File: config.mk
export PLATFORM = sky130hd
export DESIGN_NAME = slc_ram
export DESIGN_NICKNAME = d
export VERILOG_FILES = /design/src/hw/rtl/set_assoc_lru_cache_core_defines.svh /design/src/hw/rtl/slc_ram.sv
export SDC_FILE = /design/constraint.sdc
export NUM_CORES = 2
export LEC_CHECK = 0
export BUFFER_PORTS_ARGS = -buffer_cell sky130_fd_sc_hd__clkbuf_2
export CORE_MARGIN = 8
export CORE_UTILIZATION = 65
export DETAILED_ROUTE_END_ITERATION = 12
export PLACE_DENSITY_LB_ADDON = 0.12
export SLEW_MARGIN = 20
export SYNTH_ARGS = -nofsm -noshare
export SYNTH_HDL_FRONTEND = slang
export SYNTH_SLANG_ARGS = --single-unit
File: constraint.sdc
create_clock -name clk -period 6.5 [get_ports clk]
set_input_delay 1.3 -clock clk [delete_from_list [all_inputs] [get_ports clk]]
set_output_delay 1.3 -clock clk [all_outputs]
set_load 0.02 [all_outputs]
File: src/hw/rtl/set_assoc_lru_cache_core_defines.svh
// ---------------------------------------------------------------------------
// Assertion macros shared by the cache core RTL
// Each macro is one labeled concurrent assertion sampled on clk.
// ---------------------------------------------------------------------------
`ifndef SET_ASSOC_LRU_CACHE_CORE_DEFINES_SVH
`define SET_ASSOC_LRU_CACHE_CORE_DEFINES_SVH

// Checked only while out of reset.
`define SLC_ASSERT(lbl, prop, msg) \
	lbl: assert property (@(posedge clk) disable iff (!arst_n) prop) else $error(msg);

// Checked on every edge, reset included.
`define SLC_ASSERT_ALWAYS(lbl, prop, msg) \
	lbl: assert property (@(posedge clk) prop) else $error(msg);

`endif

File: src/hw/rtl/slc_ram.sv
// ---------------------------------------------------------------------------
// slc_ram
// Single-port synchronous RAM with lane write enables, registered read.
// ---------------------------------------------------------------------------
module slc_ram #(
	parameter int ADDR_W = 8,
	parameter int LANES  = 1,
	parameter int LANE_W = 8
) (
	input  logic                    clk,
	input  logic                    we,
	input  logic [LANES-1:0]        be,
	input  logic [ADDR_W-1:0]       addr,
	input  logic [LANES*LANE_W-1:0] wdata,
	output logic [LANES*LANE_W-1:0] rdata
);

	localparam int DEPTH = 1 << ADDR_W;

	logic [LANES*LANE_W-1:0] mem_q [DEPTH];

	always_ff @(posedge clk) begin
		if (we) begin
			for (int i = 0; i < LANES; i++) begin
				if (be[i])
					mem_q[addr][i*LANE_W +: LANE_W] <= wdata[i*LANE_W +: LANE_W];
			end
		end
		rdata <= mem_q[addr];
	end

endmodule

# ---- Yosys cells after proc, flatten, opt, wreduce, memory -nomap -nowiden
# Memories as Yosys holds them, arrays and structs flattened. A register that Yosys moved wholly into a read port is not among the register bits.
# Cells that the tools add are included.
dict set report totals {
  output_inout_bits 8
  wordCells 4
  n_memories 1
  inputBits 19
  register_bits 0
  mem_bits_rw 2048
}
# memory depth width read_ports rd_ports_with_merged_regs wr line
set memory_table {}
lappend memory_table {mem_q 256 8 1 1 1 slc_ram.sv:20} ;# logic [LANES*LANE_W-1:0] mem_q [DEPTH];
dict set report classes {
  mux 3
}
# op n
set ops {}
lappend ops {{1-bit 2-to-1 mux} 3}

# ---- Logic depth before layout (Yosys ltp)
dict set report logic_depth {
  depth_word 3
  depth_mapped 9
  mapped_depth_nobuf 5
}

# ---- Least setup slack after synthesis
# Ideal clock, no wire load.
dict set report synth_path {
  kind {input-to-reg}
  from {input port addr[0]}
  to {memory mem_q[105][0] in the netlist's numbering, enable pin}
  slack_ns 2.940
  t_required_ns 6.130
  setup_time_ns 0.370
  stages 8
  path_buffers 5
  arrival_time_ns 3.190
  cell_sequence {clkbuf_1 > buf_4 > buf_4 > buf_2 > nor3b_1 > nand2_1 > clkbuf_1 > nor2_1}
}
# item line
set synth_rtl {}
lappend synth_rtl {{start, declared} slc_ram.sv:13} ;# input logic [ADDR_W-1:0] addr,
lappend synth_rtl {{end, declared} slc_ram.sv:20}
# Straight into the memory's write port.

==> impl_metrics.toml <==
[outcome]
status = "complete, no violations"

[die]
core_area_um2 = 120000
num_io_pins = 27
die_width_um = 363
die_y_um = 363
start_util_pct = 65.4
fp-row-count = 127
dieArea_um2 = 132000

[sta]
tightest_slew_ns = 1.18
setup_viol_count_final = 0
hold_violations = 0
period_needed_ns = 4.39
fin_ws_ns = 2.11
fmax_mhz = 228
fin_crit_sh_pct = 67.6
finalSetupTns_ns = 0
max_slew_margin_pct = 21.0
finalHoldWorstSlack_ns = 0.960
rsz0062_at_grt = "false"
slew_violations = 0
clock_skew_ns = 0.0350

[routing]
routedWlPerCell_um = 33.7
drt_pass1_iterations = 6
vias_per_cell = 6.94
top_layer = "met5"
dr_wl_met3_um = 20500
drc_errors = 0
wl_met1_um = 67200
postRouteAntennaNets = 0
met2_length_um = 87600
drt_iter0_drc = 5408
routed-via-count = 37400
wirelength_um = 182000

[cts]
clock-sinks = 2056
cts_root_buf = "clkbuf_16"
path_clk_slew_ns = 0.06
cts_hold_buf = 0
h-tree-depth = 4
cts_buffers = 195
post_cts_buffers = 0
cts_tree = "built"
clk-insertion-delay-late_ns = 0.82
ctsResizeCount = 0
ctsLongestPathBuffers = 3

[synthesis]
synth.area.top_cells = "edfxtp_1 79%, mux4_2 15%, a22oi_1 2.5%"
synthesis.area_um2 = 78300
yosysTopAreaCellShare_pct = 78.6
synth_cell_types = 22
synth_ff_type = "edfxtp_1"
avgSynthCellArea_um2 = 22.2
syn-num-nets = 3544
yosys_warnings = 0
ys_seq_elements = 2056
synth_top_area_cell = "edfxtp_1"
netlist_top_cells_count = "2048 x edfxtp_1, 512 x mux4_2, 259 x nor2_1"
synthArstFlopShare_pct = 0
yosysMostFrequentCell = "edfxtp_1"
postSynthCellCount = 3525
synth_edf_count = 2048
seq_area_frac_synth_pct = 78.8

[grt]
antenna_found_initial = 4
grt_usage_pct = 27.7
first_global_vias = 38100
grt_max_degree = 137
overflow = 0
grt_pass1_wl_um = 264000

[final_layout]
drive_above_1_share_pct = 24.3
final_area_um2 = 86700
finalNonFillerCells = 5385
areaGrowthSynthToFinish_pct = 10.7
nets = 3633

[setup_path]
cp.required_ns = 7.13
path_class = "input port to register"
reg2reg_slack_ns = 3.79
worstPathMaxFanout = 71
r2r_end = "rdata[3]$_DFF_P_"
startpoint_type = "input port"
critPathArrivalTime_ns = 5.02
r2r-start = "mem_q[136][3]$_DFFE_PP_"
end_kind = "register"
rr_worst_depth = 5

[placement]
placed_cell_area_um2 = 80400
dp_hpwl_um = 106000
io_buffer_count = 26
dp_slack_ns = 1.10
place.gp.congestion = 0.831
dp_cells = 5028

[power]
powerDensity_nw_per_um2 = 310
ir_drop_uv = 313
leakage_nw = 26.3

[min_path]
min_delay_path_depth = 5
min_path_type = "register to register"
hp-start = "mem_q[192][4]$_DFFE_PP_"
min_to = "rdata[4]$_DFF_P_"

[job]
max_cap_violations = 0
==> cells in the final DEF, fill, tap and decap left out, types with 2 or more instances in the layout <==
| master | instances |
|---|---|
| inv_6 | 10 |
| o41ai_1 | 26 |
| clkbuf_1 | 42 |
| clkinvlp_4 | 9 |
| nor2_2 | 2 |
| clkbuf_8 | 10 |
| edfxtp_1 | 2048 |
| clkinv_8 | 2 |
| dfxtp_1 | 8 |
| clkbuf_2 | 16 |
| nor2b_1 | 3 |
| a21oi_1 | 128 |
| buf_16 | 2 |
| o41ai_2 | 6 |
| nand4_1 | 8 |
| nor2b_4 | 2 |
| nor2_1 | 256 |
| bufinv_16 | 17 |
| nand3_1 | 4 |
| buf_12 | 12 |
| mux4_2 | 512 |
| clkbuf_16 | 199 |
| buf_8 | 2 |
| buf_4 | 76 |
| clkinv_2 | 31 |
| nor3b_1 | 2 |
| clkinv_1 | 40 |
| diode_2 | 2 |
| nand2_1 | 29 |
| a22oi_1 | 256 |
==> kinds of logic (layout without fill, tap and decap cells) <==
logic type,after synthesis,in the layout,share of synthesized area [%]
and+or+nand+nor,316,316,1.60
muxes,512,512,14.7
other,0,2,0
AOI/OAI and AO/OA,416,416,3.63
DFF,2056,2056,78.8
buffers and inverters,225,471,1.28
==> registers in the layout, indices dropped and copies added (netlist names) <==
name   cells
mem_q   2048
rdata      8
==> per-stage QoR <==
stage,total power [W],util (%)
2_1_floorplan,0.0155,-
3_3_place_gp,0.0160,67.2
3_5_place_dp,0.0160,67.2
4_1_cts,0.0269,72.4
5_1_grt,0.0275,72.4
6_report,0.0269,72.4
==> worst max-delay path by stage <==
| stage | slack, ns | end | depth (start not counted) | from |
|---|---|---|---|---|
| after global routing | 1.80 | rdata[3]$_DFF_P_ | 8 | addr[0] |
| final | 2.11 | rdata[3]$_DFF_P_ | 8 | addr[0] |
| after floorplan | 2.94 | mem_q[105][0]$_DFFE_PP_ | 8 | addr[0] |
| after CTS | 2.01 | rdata[3]$_DFF_P_ | 8 | addr[0] |
| after detailed placement | 1.10 | rdata[3]$_DFF_P_ | 8 | addr[0] |
| after global placement | 0.73 | rdata[6]$_DFF_P_ | 8 | addr[0] |
==> where the power goes <==
part	internal, W	switching (W)
registers	0.0146	0.0000186
clock network	0.00630	0.00479
logic	0.000402	0.000747
total	0.0213	0.00555
==> critical path: stages <==
cell     delay, ns
buf_8         0.56
buf_12        0.50
buf_4         0.47
mux4_2        0.56
a22oi_1       0.25
a21oi_1       0.14
o41ai_1       1.02
nand4_1       0.14
==> area by class of cell <==
cell class / count / area [um2]
Clock buffer: 243 / 5160
Multi-Input combinational cell: 1244 / 15700
Antenna cell: 2 / 5.00
Tap cell: 1612 / 2020
Clock inverter: 111 / 1030
Fill cell: 6703 / 33000
Sequential cell: 2056 / 61700
Timing Repair Buffer: 117 / 1090
==> routing by layer <==
layer,vias up,global-route usage [%]
li1,15200,-
met1,19700,39.2
met2,2130,43.3
met3,364,7.15
met4,6,9.20
met5,-,0
No activity file was read; power rests on OpenSTA's default activity.
