[src/hw/rtl/set_assoc_lru_cache_core_defines.svh]
// ---------------------------------------------------------------------------
// Assertion macros shared by the cache core RTL
// Each macro is one labeled concurrent assertion sampled on clk.
// ---------------------------------------------------------------------------
`ifndef SET_ASSOC_LRU_CACHE_CORE_DEFINES_SVH
`define SET_ASSOC_LRU_CACHE_CORE_DEFINES_SVH

// Checked only while out of reset.
`define SLC_ASSERT(lbl, prop, msg) \
	lbl: assert property (@(posedge clk) disable iff (!arst_n) prop) else $error(msg);

// Checked on every edge, reset included.
`define SLC_ASSERT_ALWAYS(lbl, prop, msg) \
	lbl: assert property (@(posedge clk) prop) else $error(msg);

`endif

[src/hw/rtl/slc_pkg.sv]
// ---------------------------------------------------------------------------
// slc_pkg
// Geometry constants, set metadata row type and lookup result type.
// ---------------------------------------------------------------------------
package slc_pkg;

	localparam int MAX_WAYS         = 8;
	localparam int MAX_SETS         = 64;
	localparam int MAX_BLOCK_BYTES  = 64;
	localparam int MEM_BYTES        = 65536;
	localparam int MAX_ACCESS_BYTES = 8;

	localparam int ADDR_W      = 16;
	localparam int WAY_W       = 3;
	localparam int SET_W       = 6;
	localparam int TAG_W       = 14;
	localparam int AGE_W       = 3;
	localparam int WORD_BYTES  = 8;
	localparam int WORD_W      = 64;
	localparam int WIDX_W      = 3;
	localparam int LINE_ADDR_W = SET_W + WAY_W + WIDX_W;
	localparam int MEM_ADDR_W  = 13;

	typedef enum logic [1:0] {
		REG_WB_MODE    = 2'd0,
		REG_WAYS       = 2'd1,
		REG_SETS_LOG2  = 2'd2,
		REG_BLOCK_LOG2 = 2'd3
	} cfg_reg_t;

	typedef enum logic {
		REQ_LOAD  = 1'b0,
		REQ_STORE = 1'b1
	} req_kind_t;

	typedef struct packed {
		logic [MAX_WAYS-1:0]                valid;
		logic [MAX_WAYS-1:0]                dirty;
		logic [MAX_WAYS-1:0][TAG_W-1:0]     tag;
		logic [MAX_WAYS-1:0][AGE_W-1:0]     age;
	} meta_row_t;

	localparam int META_W = $bits(meta_row_t);

	typedef struct packed {
		logic             hit;
		logic [WAY_W-1:0] way;
		logic             evict;
		logic [TAG_W-1:0] old_tag;
		meta_row_t        new_row;
	} lookup_t;

	// Row after reset or a geometry change: nothing valid, ages descending.
	function automatic meta_row_t reset_row(input logic [3:0] ways);
		meta_row_t r;
		r = '0;
		for (int k = 0; k < MAX_WAYS; k++) begin
			if (4'(k) < ways)
				r.age[k] = AGE_W'(ways - 4'd1 - 4'(k));
		end
		return r;
	endfunction

endpackage

[src/hw/rtl/slc_lookup.sv]
// ---------------------------------------------------------------------------
// slc_lookup
// Tag match, LRU victim choice and updated set row for one access.
// ---------------------------------------------------------------------------
module slc_lookup (
	input  slc_pkg::meta_row_t           row,
	input  logic [slc_pkg::TAG_W-1:0]    tag,
	input  logic [3:0]                   ways,
	input  logic                         set_dirty,
	output slc_pkg::lookup_t             lk
);

	logic                        hit;
	logic [slc_pkg::WAY_W-1:0]   hit_way;
	logic [slc_pkg::WAY_W-1:0]   victim;
	logic [slc_pkg::WAY_W-1:0]   sel;
	logic [slc_pkg::AGE_W-1:0]   prev;
	logic [slc_pkg::AGE_W-1:0]   oldest;
	slc_pkg::meta_row_t          nr;

	always_comb begin
		hit     = 1'b0;
		hit_way = '0;
		victim  = '0;
		oldest  = slc_pkg::AGE_W'(ways - 4'd1);
		for (int k = slc_pkg::MAX_WAYS - 1; k >= 0; k--) begin
			if (4'(k) < ways && row.valid[k] && row.tag[k] == tag) begin
				hit     = 1'b1;
				hit_way = slc_pkg::WAY_W'(k);
			end
			if (4'(k) < ways && row.age[k] == oldest)
				victim = slc_pkg::WAY_W'(k);
		end
		sel  = hit ? hit_way : victim;
		prev = row.age[sel];

		// age the ways younger than the touched one
		nr = row;
		for (int k = 0; k < slc_pkg::MAX_WAYS; k++) begin
			if (4'(k) < ways && slc_pkg::WAY_W'(k) != sel && row.age[k] < prev)
				nr.age[k] = row.age[k] + slc_pkg::AGE_W'(1);
		end
		nr.age[sel] = '0;
		if (hit) begin
			nr.dirty[sel] = row.dirty[sel] | set_dirty;
		end else begin
			nr.valid[sel] = 1'b1;
			nr.dirty[sel] = set_dirty;
			nr.tag[sel]   = tag;
		end

		lk.hit     = hit;
		lk.way     = sel;
		lk.evict   = !hit && row.valid[victim] && row.dirty[victim];
		lk.old_tag = row.tag[victim];
		lk.new_row = nr;
	end

endmodule

[config.mk]
export PLATFORM = sky130hd
export DESIGN_NAME = slc_lookup
export DESIGN_NICKNAME = d
export VERILOG_FILES = /design/src/hw/rtl/set_assoc_lru_cache_core_defines.svh /design/src/hw/rtl/slc_pkg.sv /design/src/hw/rtl/slc_lookup.sv
export SDC_FILE = /design/constraint.sdc
export NUM_CORES = 1
export LEC_CHECK = 0
export BUFFER_PORTS_ARGS = -buffer_cell sky130_fd_sc_hd__buf_2
export CAP_MARGIN = 20
export CORE_MARGIN = 5
export CORE_UTILIZATION = 30
export DETAILED_ROUTE_END_ITERATION = 10
export PLACE_DENSITY = 0.63
export REMOVE_ABC_BUFFERS = 1
export SLEW_MARGIN = 30
export SYNTH_ARGS = -nofsm -noshare
export SYNTH_HDL_FRONTEND = slang
export SYNTH_SLANG_ARGS = --single-unit
[constraint.sdc]
create_clock -name vclk -period 14.2
set_input_delay 1.42 -clock vclk [all_inputs]
set_output_delay 1.42 -clock vclk [all_outputs]
set_load 0.02 [all_outputs]
# Word-level counts from Yosys, hierarchy flattened

Cells that the tools add are included.

Add/subtract/negate cells: 9
Muxes and demuxes: 55
$lt $le $gt $ge: 19
Equality and inequality tests: 23
Reductions and logical operators: 45
Bitwise logic cells: 4

Operators by type and width:

| operator            | count |
|---|---|
| $bwmux 112          | 1 |
| $eq 14x14->1        | 8 |
| $mux 112            | 1 |
| $mux 3              | 27 |
| $logic_and 1x1->1   | 43 |
| $bmux 14 s3         | 1 |
| $demux 14 s3        | 1 |
| $mux 14             | 2 |
| $add 3x1->3 const B | 8 |
| $and 24x24->24      | 1 |
| $eq 3x3->1          | 8 |
| $lt 3x3->1          | 8 |
| $not 24->24         | 1 |
| $bwmux 8            | 2 |
| $lt 3x4->1 const A  | 4 |
| $mux 8              | 2 |
| $mux 1              | 12 |
| $ne 3x3->1 const A  | 4 |
| $bmux 1 s3          | 3 |
| $bmux 3 s3          | 1 |
| $demux 3 s3         | 1 |
| $lt 1x4->1 const A  | 2 |
| $lt 2x4->1 const A  | 2 |
| $lt 3x4->1 const B  | 2 |
| 9 further kinds     | 10 |

Logic and storage cells: 155
Bits of input ports: 171
Flip-flop bits (word level): 0
Output and inout bits: 171

# Depth between registers and ports, before layout

Gate-level depths: netlist of the first run.

Depth in word-level cells: 18
Gate-level depth with buffers: 21
Gate-level depth less buffers: 18

# Worst setup path after synthesis of the first run

Ideal clock, no wire load.

Path kind: input port to output port
From: in ways[0]
To: out lk[5] (netlist name)
Buffers on the path: 3
Data arrival time: 6.003 ns
Stages on the path: 18
Slack: 6.777 ns
Required time: 12.780 ns
Cell sequence: buf_2 inv_1 ha_1 buf_4 xnor2_1 a2111o_1 o211a_1 o2111a_2 o31ai_4 inv_1 buf_1 a211oi_1 a21oi_1 a21oi_1 ha_1 o311a_1 or4_1 a21oi_1

RTL lines:

| item               | RTL line         | text |
|---|---|---|
| start: declaration | slc_lookup.sv:8  | `input logic [3:0] ways,` |
| end: declaration   | slc_lookup.sv:10 | `output slc_pkg::lookup_t lk` |

==> results.yml, run 1 <==
critical_path:
  startpoint_type: "input port"
  worst-path-max-fanout: 14
  critPathRequiredTime_ps: 12780
  crit_start: "ways[0]"
  end_kind: "output pin"
  critPathSlowestCell: "a21oi_1"
  critPathMaxStageDelay_ps: 700
  arrival_ps: 7060
  crit_type: "in -> out"
  path_cells: "buf_2, inv_1, ha_1, and2b_1, o2111ai_1, or4_1, o2111a_2, o31ai_4, inv_1, a211oi_1, a21oi_1, a21oi_1, ha_1, o311a_1, or4_1, a21oi_1, buf_2"
  cpMostUsedCell: "a21oi_1"
timing:
  maxSlewHeadroom_pct: 39.8
  slew_violations: 0
  tightest_slew_ps: 900
  holdWs_ps: 3200
  setup_viol: 0
  post-route-period-util_pct: 59.7
  fin_setup_tns_ps: 0
  rsz0062_at_grt: "false"
  layout_min_cycle_time_ps: 8480
  hold_viol_final: 0
  max_freq_mhz: 118
  setup_slack_ps: 5720
detailed_routing:
  dr.pass1.iters: 7
  remaining_drc_errors: 0
  detail-route-antenna-nets: 0
  vias_per_cell: 5.84
  vias: 8764
  drtIter0Drc: 855
  wl_mm: 35.2
  wl_per_cell_um: 23.4
power:
  leakagePower_nw: 3.71
  powerDensity_nw_per_um2: 93.3
  ir_worst_vdd_v: 0.0000402
global_routing:
  grt_antenna_before_repair: 3
  use_met1_pct: 32.5
  grt_usage_pct: 25.2
  grt_use_met3_pct: 4.62
  grt_first_pass_wirelength_mm: 51.7
  grt_busiest_layer: "met2"
  grt_max_degree: 64
  overflow: 0
  use_met2_pct: 43.6
  grt_pass1_vias: 8394
placed_design:
  dpl.cell_count: 1498
  dpl.hpwl_mm: 28.6
  place_congestion: 0.942
  post_dp_cell_area_sq_um: 8550
  numPortBuffers: 342
  pre_cts_ws_ps: 5790
cells_and_area:
  layoutNonFillerInstCount: 1501
  finalNetCount: 1404
  fillers: 2443
  fin_area_sq_um: 8550
  design.seq.count: 0
  drive_above_1_share_pct: 40.6
  seqCellArea_sq_um: 0
  clkbuf_count: 0
  area_growth_pct: 26.1
min_path:
  hp-class: "in -> out"
  worstHoldPathCells: 3
  hold_end: "lk[151]"
  worstHoldStart: "row[151]"
clocking:
  post_cts_buffers: 0
  holdBufCountCts: 0
  cts_resized: 0
floorplanning:
  die-height_um: 160
  start_util_pct: 30.2
  die_area_sq_um: 25700
  die_w_um: 160
  ios: 342
  row_count: 55
  core_sq_um: 22400
yosys:
  synth_cell_types: 77
  synth_area_sq_um: 6780
  yosysSeqAreaShare_pct: 0
  syn_inst: 950
  synth_area_per_cell_sq_um: 7.14
  ys_warn_count: 0
run_status:
  status: "finished, final reports clean"
flow_run:
  max_cap_viol_count: 0
kinds of logic (layout without fill, tap and decap cells):
logic type | count (synthesis) | after routing | share of synthesized area (%)
AND/OR/NAND/NOR | 371 | 371 | 28.1
multiplexers | 139 | 139 | 23.0
XOR/XNOR | 138 | 138 | 19.3
adder cells (fa/ha/maj) | 20 | 20 | 3.61
AO/OA/AOI/OAI | 181 | 181 | 19.5
buffers and inverters | 101 | 364 | 6.58
other | 0 | 3 | 0
critical path: cells and delay by family:
family	cells	cell delay [ps]
AO/OA/AOI/OAI	8	2300
AND/OR/NAND/NOR	3	1450
buffers and inverters	4	960
adder cells (fa/ha/maj)	2	900
cell usage in the layout, fill, tap and decap left out, drive strengths merged, types with 7 or more instances in the layout:
cell	synthesis	layout
nor3	10	10
nand3	24	24
a211oi	21	21
o21ai	49	49
buf	45	349
nand4	62	62
or3	7	7
a21oi	16	16
o31a	8	8
inv	15	15
nor4	24	24
o211ai	8	8
ha	18	18
mux2i	15	15
mux2	123	123
and2	24	24
nand2	141	141
or2	8	8
nor2	30	30
nand2b	13	13
a311o	15	15
xor2	28	28
xnor2	103	103
metrics by stage:
| step | utilization [%] | power (mW) |
|---|---|---|
| final | 38.1 | 0.798 |
| after global routing | 38.1 | 0.858 |
| after CTS | 38.1 | 0.795 |
| after global placement | 38.0 | 0.789 |
| after floorplan | - | 0.511 |
| after detailed placement | 38.1 | 0.790 |
layout make-up:
type,count,area (sq um),area share [%]
repair buffers,349,1760,20.6
inverters,15,56.3,0.658
diodes,3,7.51,0.0878
multi-input cells,849,6370,74.5
well taps,285,357,4.17
where the power goes:
group          internal (mW)  leakage [nW]  switching, mW
Combinational          0.290          3.71          0.508
Clock           0.0000000283     0.0000190              0
Sequential                 0             0              0
Total                  0.290          3.71          0.508
worst max-delay path by stage:
stage	end	slack (ps)	cells past startpoint
3_3_place_gp	lk[5]	5840	17
2_1_floorplan	lk[3]	6120	13
3_5_place_dp	lk[5]	5790	17
4_1_cts	lk[5]	5750	17
6_report	lk[5]	5720	17
5_1_grt	lk[5]	5340	17
synth_stat cells, types with 21 or more instances:
| library cell | n | share of area [%] |
|---|---|---|
| and2_1 | 24 | 2.2 |
| a211oi_1 | 21 | 2.3 |
| buf_2 | 35 | 2.6 |
| nor2_1 | 29 | 1.6 |
| o21ai_0 | 49 | 3.6 |
| nand2_1 | 141 | 7.8 |
| xor2_1 | 28 | 3.6 |
| clkbuf_1 | 40 | 2.2 |
| nor4_1 | 24 | 2.2 |
| xnor2_1 | 103 | 13 |
| nand4_1 | 62 | 5.7 |
| mux2_2 | 123 | 20 |
| nand3_1 | 24 | 1.8 |
metal layers:
layer,share of wire [%],vias up,wire (um)
li1,-,4054,-
met3,9.7,57,3410
met2,48,531,17000
met5,0,-,0
met4,2.5,0,892
met1,39,4122,13900
(Power assumes the default switching activity.)
==> inputs of run 2 (changes only) <==
==> constraint.sdc (replaced) <==
create_clock -name vclk -period 8.56
set_input_delay 0.856 -clock vclk [all_inputs]
set_output_delay 0.856 -clock vclk [all_outputs]
set_load 0.02 [all_outputs]
==> run 2 against run 1 <==
  * Sequential cell count unchanged
  * Final cell count grew 0.27%
  * Global-route usage barely moved
  * Power is 67% higher
  * Core utilization up 0.16 points
  * Hold slack worse by 1100 ps
  * Sequential share of layout area unchanged
  * Wire length is 0.51% lower
  * First-iteration DRC count down 24%
  * Combinational power is 68% higher
  * Critical path type unchanged
  * Largest power group unchanged
  * Highest routed layer unchanged
==> results.yml, run 2 (synthesis gave the netlist of run 1 again) <==
power:
  switchingPower_mw: 0.843
  clockPowerShare_pct: 0
  internal-power_mw: 0.493
  power_frac_comb_pct: 100.0
  ir_worst_vdd_v: 0.0000682
  powerDensity_nw_per_um2: 156
  p_seq_share_pct: 0
  leakagePower_nw: 3.73
  sw_frac_of_total_pct: 63.1
cells_and_area:
  drive_above_1_share_pct: 40.8
  finalNetCount: 1408
  final_util_pct: 38.3
  seqCellArea_sq_um: 0
  design.seq.count: 0
  area_growth_pct: 26.6
  final_cell_mix: "buf_2, nand2_1, mux2_2, xnor2_1, nand4_1"
  clkbuf_count: 0
  final_common_cell: "buf_2"
timing:
  hold_viol_final: 0
  tightest_slew_ps: 981
  setup_viol: 0
  post-route-period-util_pct: 82.5
  maxSlewHeadroom_pct: 34.3
  max_freq_mhz: 142
  layout_min_cycle_time_ps: 7060
  fin_setup_tns_ps: 0
  slew_violations: 0
  rsz0062_at_grt: "false"
detailed_routing:
  wl_mm: 35.0
  drt-met1-wl_mm: 14.4
  detail-route-antenna-nets: 0
  drtIter0Drc: 651
  vias: 8742
  vias_per_cell: 5.81
  remaining_drc_errors: 0
  dr_wl_met3_mm: 2.64
  wl_met2_mm: 17.1
  top_layer: "met4"
  wl_per_cell_um: 23.2
  dr.pass1.iters: 5
floorplanning:
  die_w_um: 160
  ios: 342
  row_count: 55
  die-height_um: 160
  start_util_pct: 30.2
  die_area_sq_um: 25700
  core_sq_um: 22400
flow_run:
  max_cap_viol_count: 0
critical_path:
  startpoint_type: "input port"
  worst-path-max-fanout: 14
  critPathRequiredTime_ps: 7700
  arrival_ps: 6210
  end_kind: "output pin"
  crit_type: "in -> out"
global_routing:
  grt_antenna_before_repair: 3
  grt_usage_pct: 25.2
  grt_first_pass_wirelength_mm: 52.2
  grt_pass1_vias: 8678
  overflow: 0
  grt_max_degree: 34
min_path:
  hp-class: "in -> out"
clocking:
  post_cts_buffers: 0
  holdBufCountCts: 0
  cts_resized: 0
placed_design:
  dpl.hpwl_mm: 28.9
  place_congestion: 0.935
  numPortBuffers: 342
run_status:
  status: "finished, final reports clean"
## run 2: cell count changes in the layout (fill, tap and decap cells not counted), sizes merged
cell  change
buf       +4
## run 2: worst paths after layout
| path | start | to | slack (ps) | cells past startpoint |
|---|---|---|---|---|
| hold / removal | row[151] | lk[151] | 2080 | 3 |
| setup / recovery | ways[0] | lk[13] | 1500 | 20 |
## run 2: power groups by stage
| stage | clock (mW) | sequential [mW] | combinational [mW] |
|---|---|---|---|
| 2_1_floorplan | 0 | 0 | 0.848 |
| 3_3_place_gp | 0 | 0 | 1.31 |
| 3_5_place_dp | 0 | 0 | 1.32 |
| 4_1_cts | 0 | 0 | 1.33 |
| 5_1_grt | 0.0000000469 | 0 | 1.44 |
| 6_report | 0.0000000470 | 0 | 1.34 |
## run 2: stage by stage
| step | setup WS [ps] | instance area (sq um) | cells | power, mW | hold WS, ps |
|---|---|---|---|---|---|
| 2_1_floorplan | 1610 | 6390 | 864 | 0.848 | 1850 |
| 3_3_place_gp | 1740 | 8550 | 1500 | 1.31 | 2070 |
| 3_5_place_dp | 1600 | 8570 | 1501 | 1.32 | 2080 |
| 4_1_cts | 1610 | 8570 | 1501 | 1.33 | 2080 |
| 5_1_grt | 1140 | 8590 | 1505 | 1.44 | 2110 |
| 6_report | 1500 | 8590 | 1505 | 1.34 | 2080 |
## run 2: final cells by class
type / instances / area, sq um
fillers: 2453 / 13800
multi-input cells: 849 / 6360
repair buffers: 353 / 1810
well taps: 285 / 357
inverters: 15 / 56.3
diodes: 3 / 7.51
## run 2: routing by layer
metal	GRT usage, %	up-vias
met5	0	-
met4	5.91	0
met3	3.75	51
met2	44.9	443
met1	32.1	4177
li1	-	4071
## run 2: critical path, stage by stage
cell and delay, ps:
buf_2 260, inv_1 80, ha_1 460, and2b_1 340, o2111ai_1 120, or4_1 590
o2111a_2 200, o31ai_4 610, inv_1 450, a211oi_1 350, a21oi_1 70, a21oi_1 240
buf_4 220, ha_1 160, nor2_1 60, o21ai_0 230, o21ai_0 150, a21o_1 170
a221oi_1 310, buf_2 240
==> inputs of run 3 (changes only) <==
--- a/config.mk
+++ b/config.mk
@@ -5,6 +5,7 @@
 export SDC_FILE = /design/constraint.sdc
 export NUM_CORES = 1
 export LEC_CHECK = 0
+export ABC_AREA = 1
 export BUFFER_PORTS_ARGS = -buffer_cell sky130_fd_sc_hd__buf_2
 export CAP_MARGIN = 20
 export CORE_MARGIN = 5
==> constraint.sdc (replaced) <==
create_clock -name vclk -period 7.2
set_input_delay 0.72 -clock vclk [all_inputs]
set_output_delay 0.72 -clock vclk [all_outputs]
set_load 0.02 [all_outputs]
==> run 3 against run 2 <==
  * First-iteration DRC count is 55% higher
  * Sequential share of layout area stayed put
  * Design area is 6.5% lower
  * Critical endpoint is now lk[12]
  * Highest routed layer unchanged
==> results.yml, run 3 <==
run_status:
  status: "finished, final reports clean"
yosys:
  synth_top_area_share_pct: 22.1
  yosysSeqAreaShare_pct: 0
  synth_area_sq_um: 6360
  yosysTopAreaCell: "nand2_1"
  syn_inst: 1284
  ys_top_cells_by_area: "nand2_1, o21ai_0, inv_1"
  yosysMostFrequentCell: "nand2_1"
  yosys-top-cells-count: "nand2_1, o21ai_0, inv_1, nor2_1, o21ai_1"
  synth_cell_types: 39
  ys_warn_count: 0
  synth_area_per_cell_sq_um: 4.95
critical_path:
  worst-path-max-fanout: 11
  crit_start: "ways[0]"
  crit_type: "in -> out"
  startpoint_type: "input port"
  end_kind: "output pin"
  endpoint: "lk[12]"
  critPathRequiredTime_ps: 6480
  arrival_ps: 4930
timing:
  setup_slack_ps: 1550
  layout_min_cycle_time_ps: 5650
  maxSlewHeadroom_pct: 34.4
  fin_setup_tns_ps: 0
  setup_viol: 0
  tightest_slew_ps: 983
  max_freq_mhz: 177
  post-route-period-util_pct: 78.5
  hold_viol_final: 0
  slew_violations: 0
  rsz0062_at_grt: "false"
clocking:
  cts_resized: 0
  post_cts_buffers: 0
  holdBufCountCts: 0
detailed_routing:
  drtIter0Drc: 1011
  top_layer: "met4"
  detail-route-antenna-nets: 0
  dr_wl_met3_mm: 3.27
  remaining_drc_errors: 0
  dr.pass1.iters: 6
  wl_per_cell_um: 19.8
  drt-met1-wl_mm: 15.7
  wl_mm: 36.4
  vias: 9786
  vias_per_cell: 5.32
  wl_met2_mm: 16.4
global_routing:
  grt_first_pass_wirelength_mm: 53.4
  grt_max_degree: 81
  grt_pass1_vias: 8945
  grt_usage_pct: 28.0
  grt_antenna_before_repair: 1
  overflow: 0
placed_design:
  dpl.hpwl_mm: 29.3
  post_dp_cell_area_sq_um: 8030
  place_congestion: 0.970
  dpl.cell_count: 1837
  numPortBuffers: 342
  pre_cts_ws_ps: 1640
min_path:
  worstHoldPathCells: 4
  hp-class: "in -> out"
cells_and_area:
  fin_area_sq_um: 8030
  clkbuf_count: 0
  drive_above_1_share_pct: 27.3
  final_common_cell: "nand2_1"
  finalNetCount: 1753
  seqCellArea_sq_um: 0
  final_cell_mix: "nand2_1, buf_2, o21ai_0, inv_1, nor2_1"
  design.seq.count: 0
  area_growth_pct: 26.3
  fillers: 2493
  layoutNonFillerInstCount: 1838
floorplanning:
  die_w_um: 156
  ios: 342
  die-height_um: 156
  die_area_sq_um: 24200
  start_util_pct: 30.3
  row_count: 53
  core_sq_um: 21000
power:
  p_total_mw: 1.50
  powerDensity_nw_per_um2: 187
  ir_worst_vdd_v: 0.0000756
  leakagePower_nw: 4.58
flow_run:
  max_cap_viol_count: 0
[run 3: changes by cell type after synthesis, moves of 40 or more]
cell / delta
xnor2_1: -62
nand2_1: +233
nor2_1: +115
nand4_1: -40
mux2_2: -123
o21ai_1: +50
inv_1: +130
o21ai_0: +118
[run 3: kinds of logic after synthesis]
logic type | synth area share (%)
buffers and inverters | 17.6
AO/OA/AOI/OAI | 26.4
adder cells (fa/ha/maj) | 3.54
AND/OR/NAND/NOR | 43.4
XOR/XNOR | 9.09
[run 3: power breakdown]
group | internal [mW] | leakage, nW | switching, mW
Combinational | 0.456 | 4.58 | 1.05
Clock | 0.0000000186 | 0.00000634 | 0
Sequential | 0 | 0 | 0
[run 3: area by class of cell]
| cell class | count | area, sq um | share of cell area [%] |
|---|---|---|---|
| inverters | 168 | 638 | 7.94 |
| repair buffers | 354 | 1800 | 22.4 |
| diodes | 1 | 2.50 | 0.0311 |
| multi-input cells | 1040 | 5250 | 65.3 |
| well taps | 275 | 344 | 4.28 |
[run 3: per-layer routing]
layer	up-vias	track usage, %
met1	4458	39.2
li1	4688	-
met3	75	2.94
met2	565	47.0
met4	0	5.17
met5	-	0
[run 3: per-stage QoR]
stage	hold WS, ps	utilization, %
floorplan	1590	-
global placement	1780	38.3
detailed placement	1780	38.3
CTS	1780	38.3
global route	1820	38.3
finish	1780	38.3
[run 3: how the worst min path moves through the flow]
stage             from     end  slack (ps)
4_1_cts        row[35]  lk[35]        1780
6_report       row[35]  lk[35]        1780
5_1_grt        row[43]  lk[43]        1820
2_1_floorplan  row[12]  lk[12]        1590
3_5_place_dp   row[35]  lk[35]        1780
3_3_place_gp   row[35]  lk[35]        1780
[run 3: critical path, cell delays in order]
cell and delay (ps):
buf_2 280, inv_1 110, ha_1 570, nor2_1 90, o21ai_0 210, nor2_1 60
nor2_1 120, nand2_1 70, nand2_1 60, nand2_1 60, nand3_1 70, nand2_1 270
inv_2 220, nand3_2 190, o22ai_1 220, a211oi_1 80, a31oi_1 410, buf_4 240
ha_1 230, nand2_1 70, inv_1 40, nand2_2 80, nand2_2 70, inv_2 60
nand2_1 50, a21oi_2 100, buf_2 170
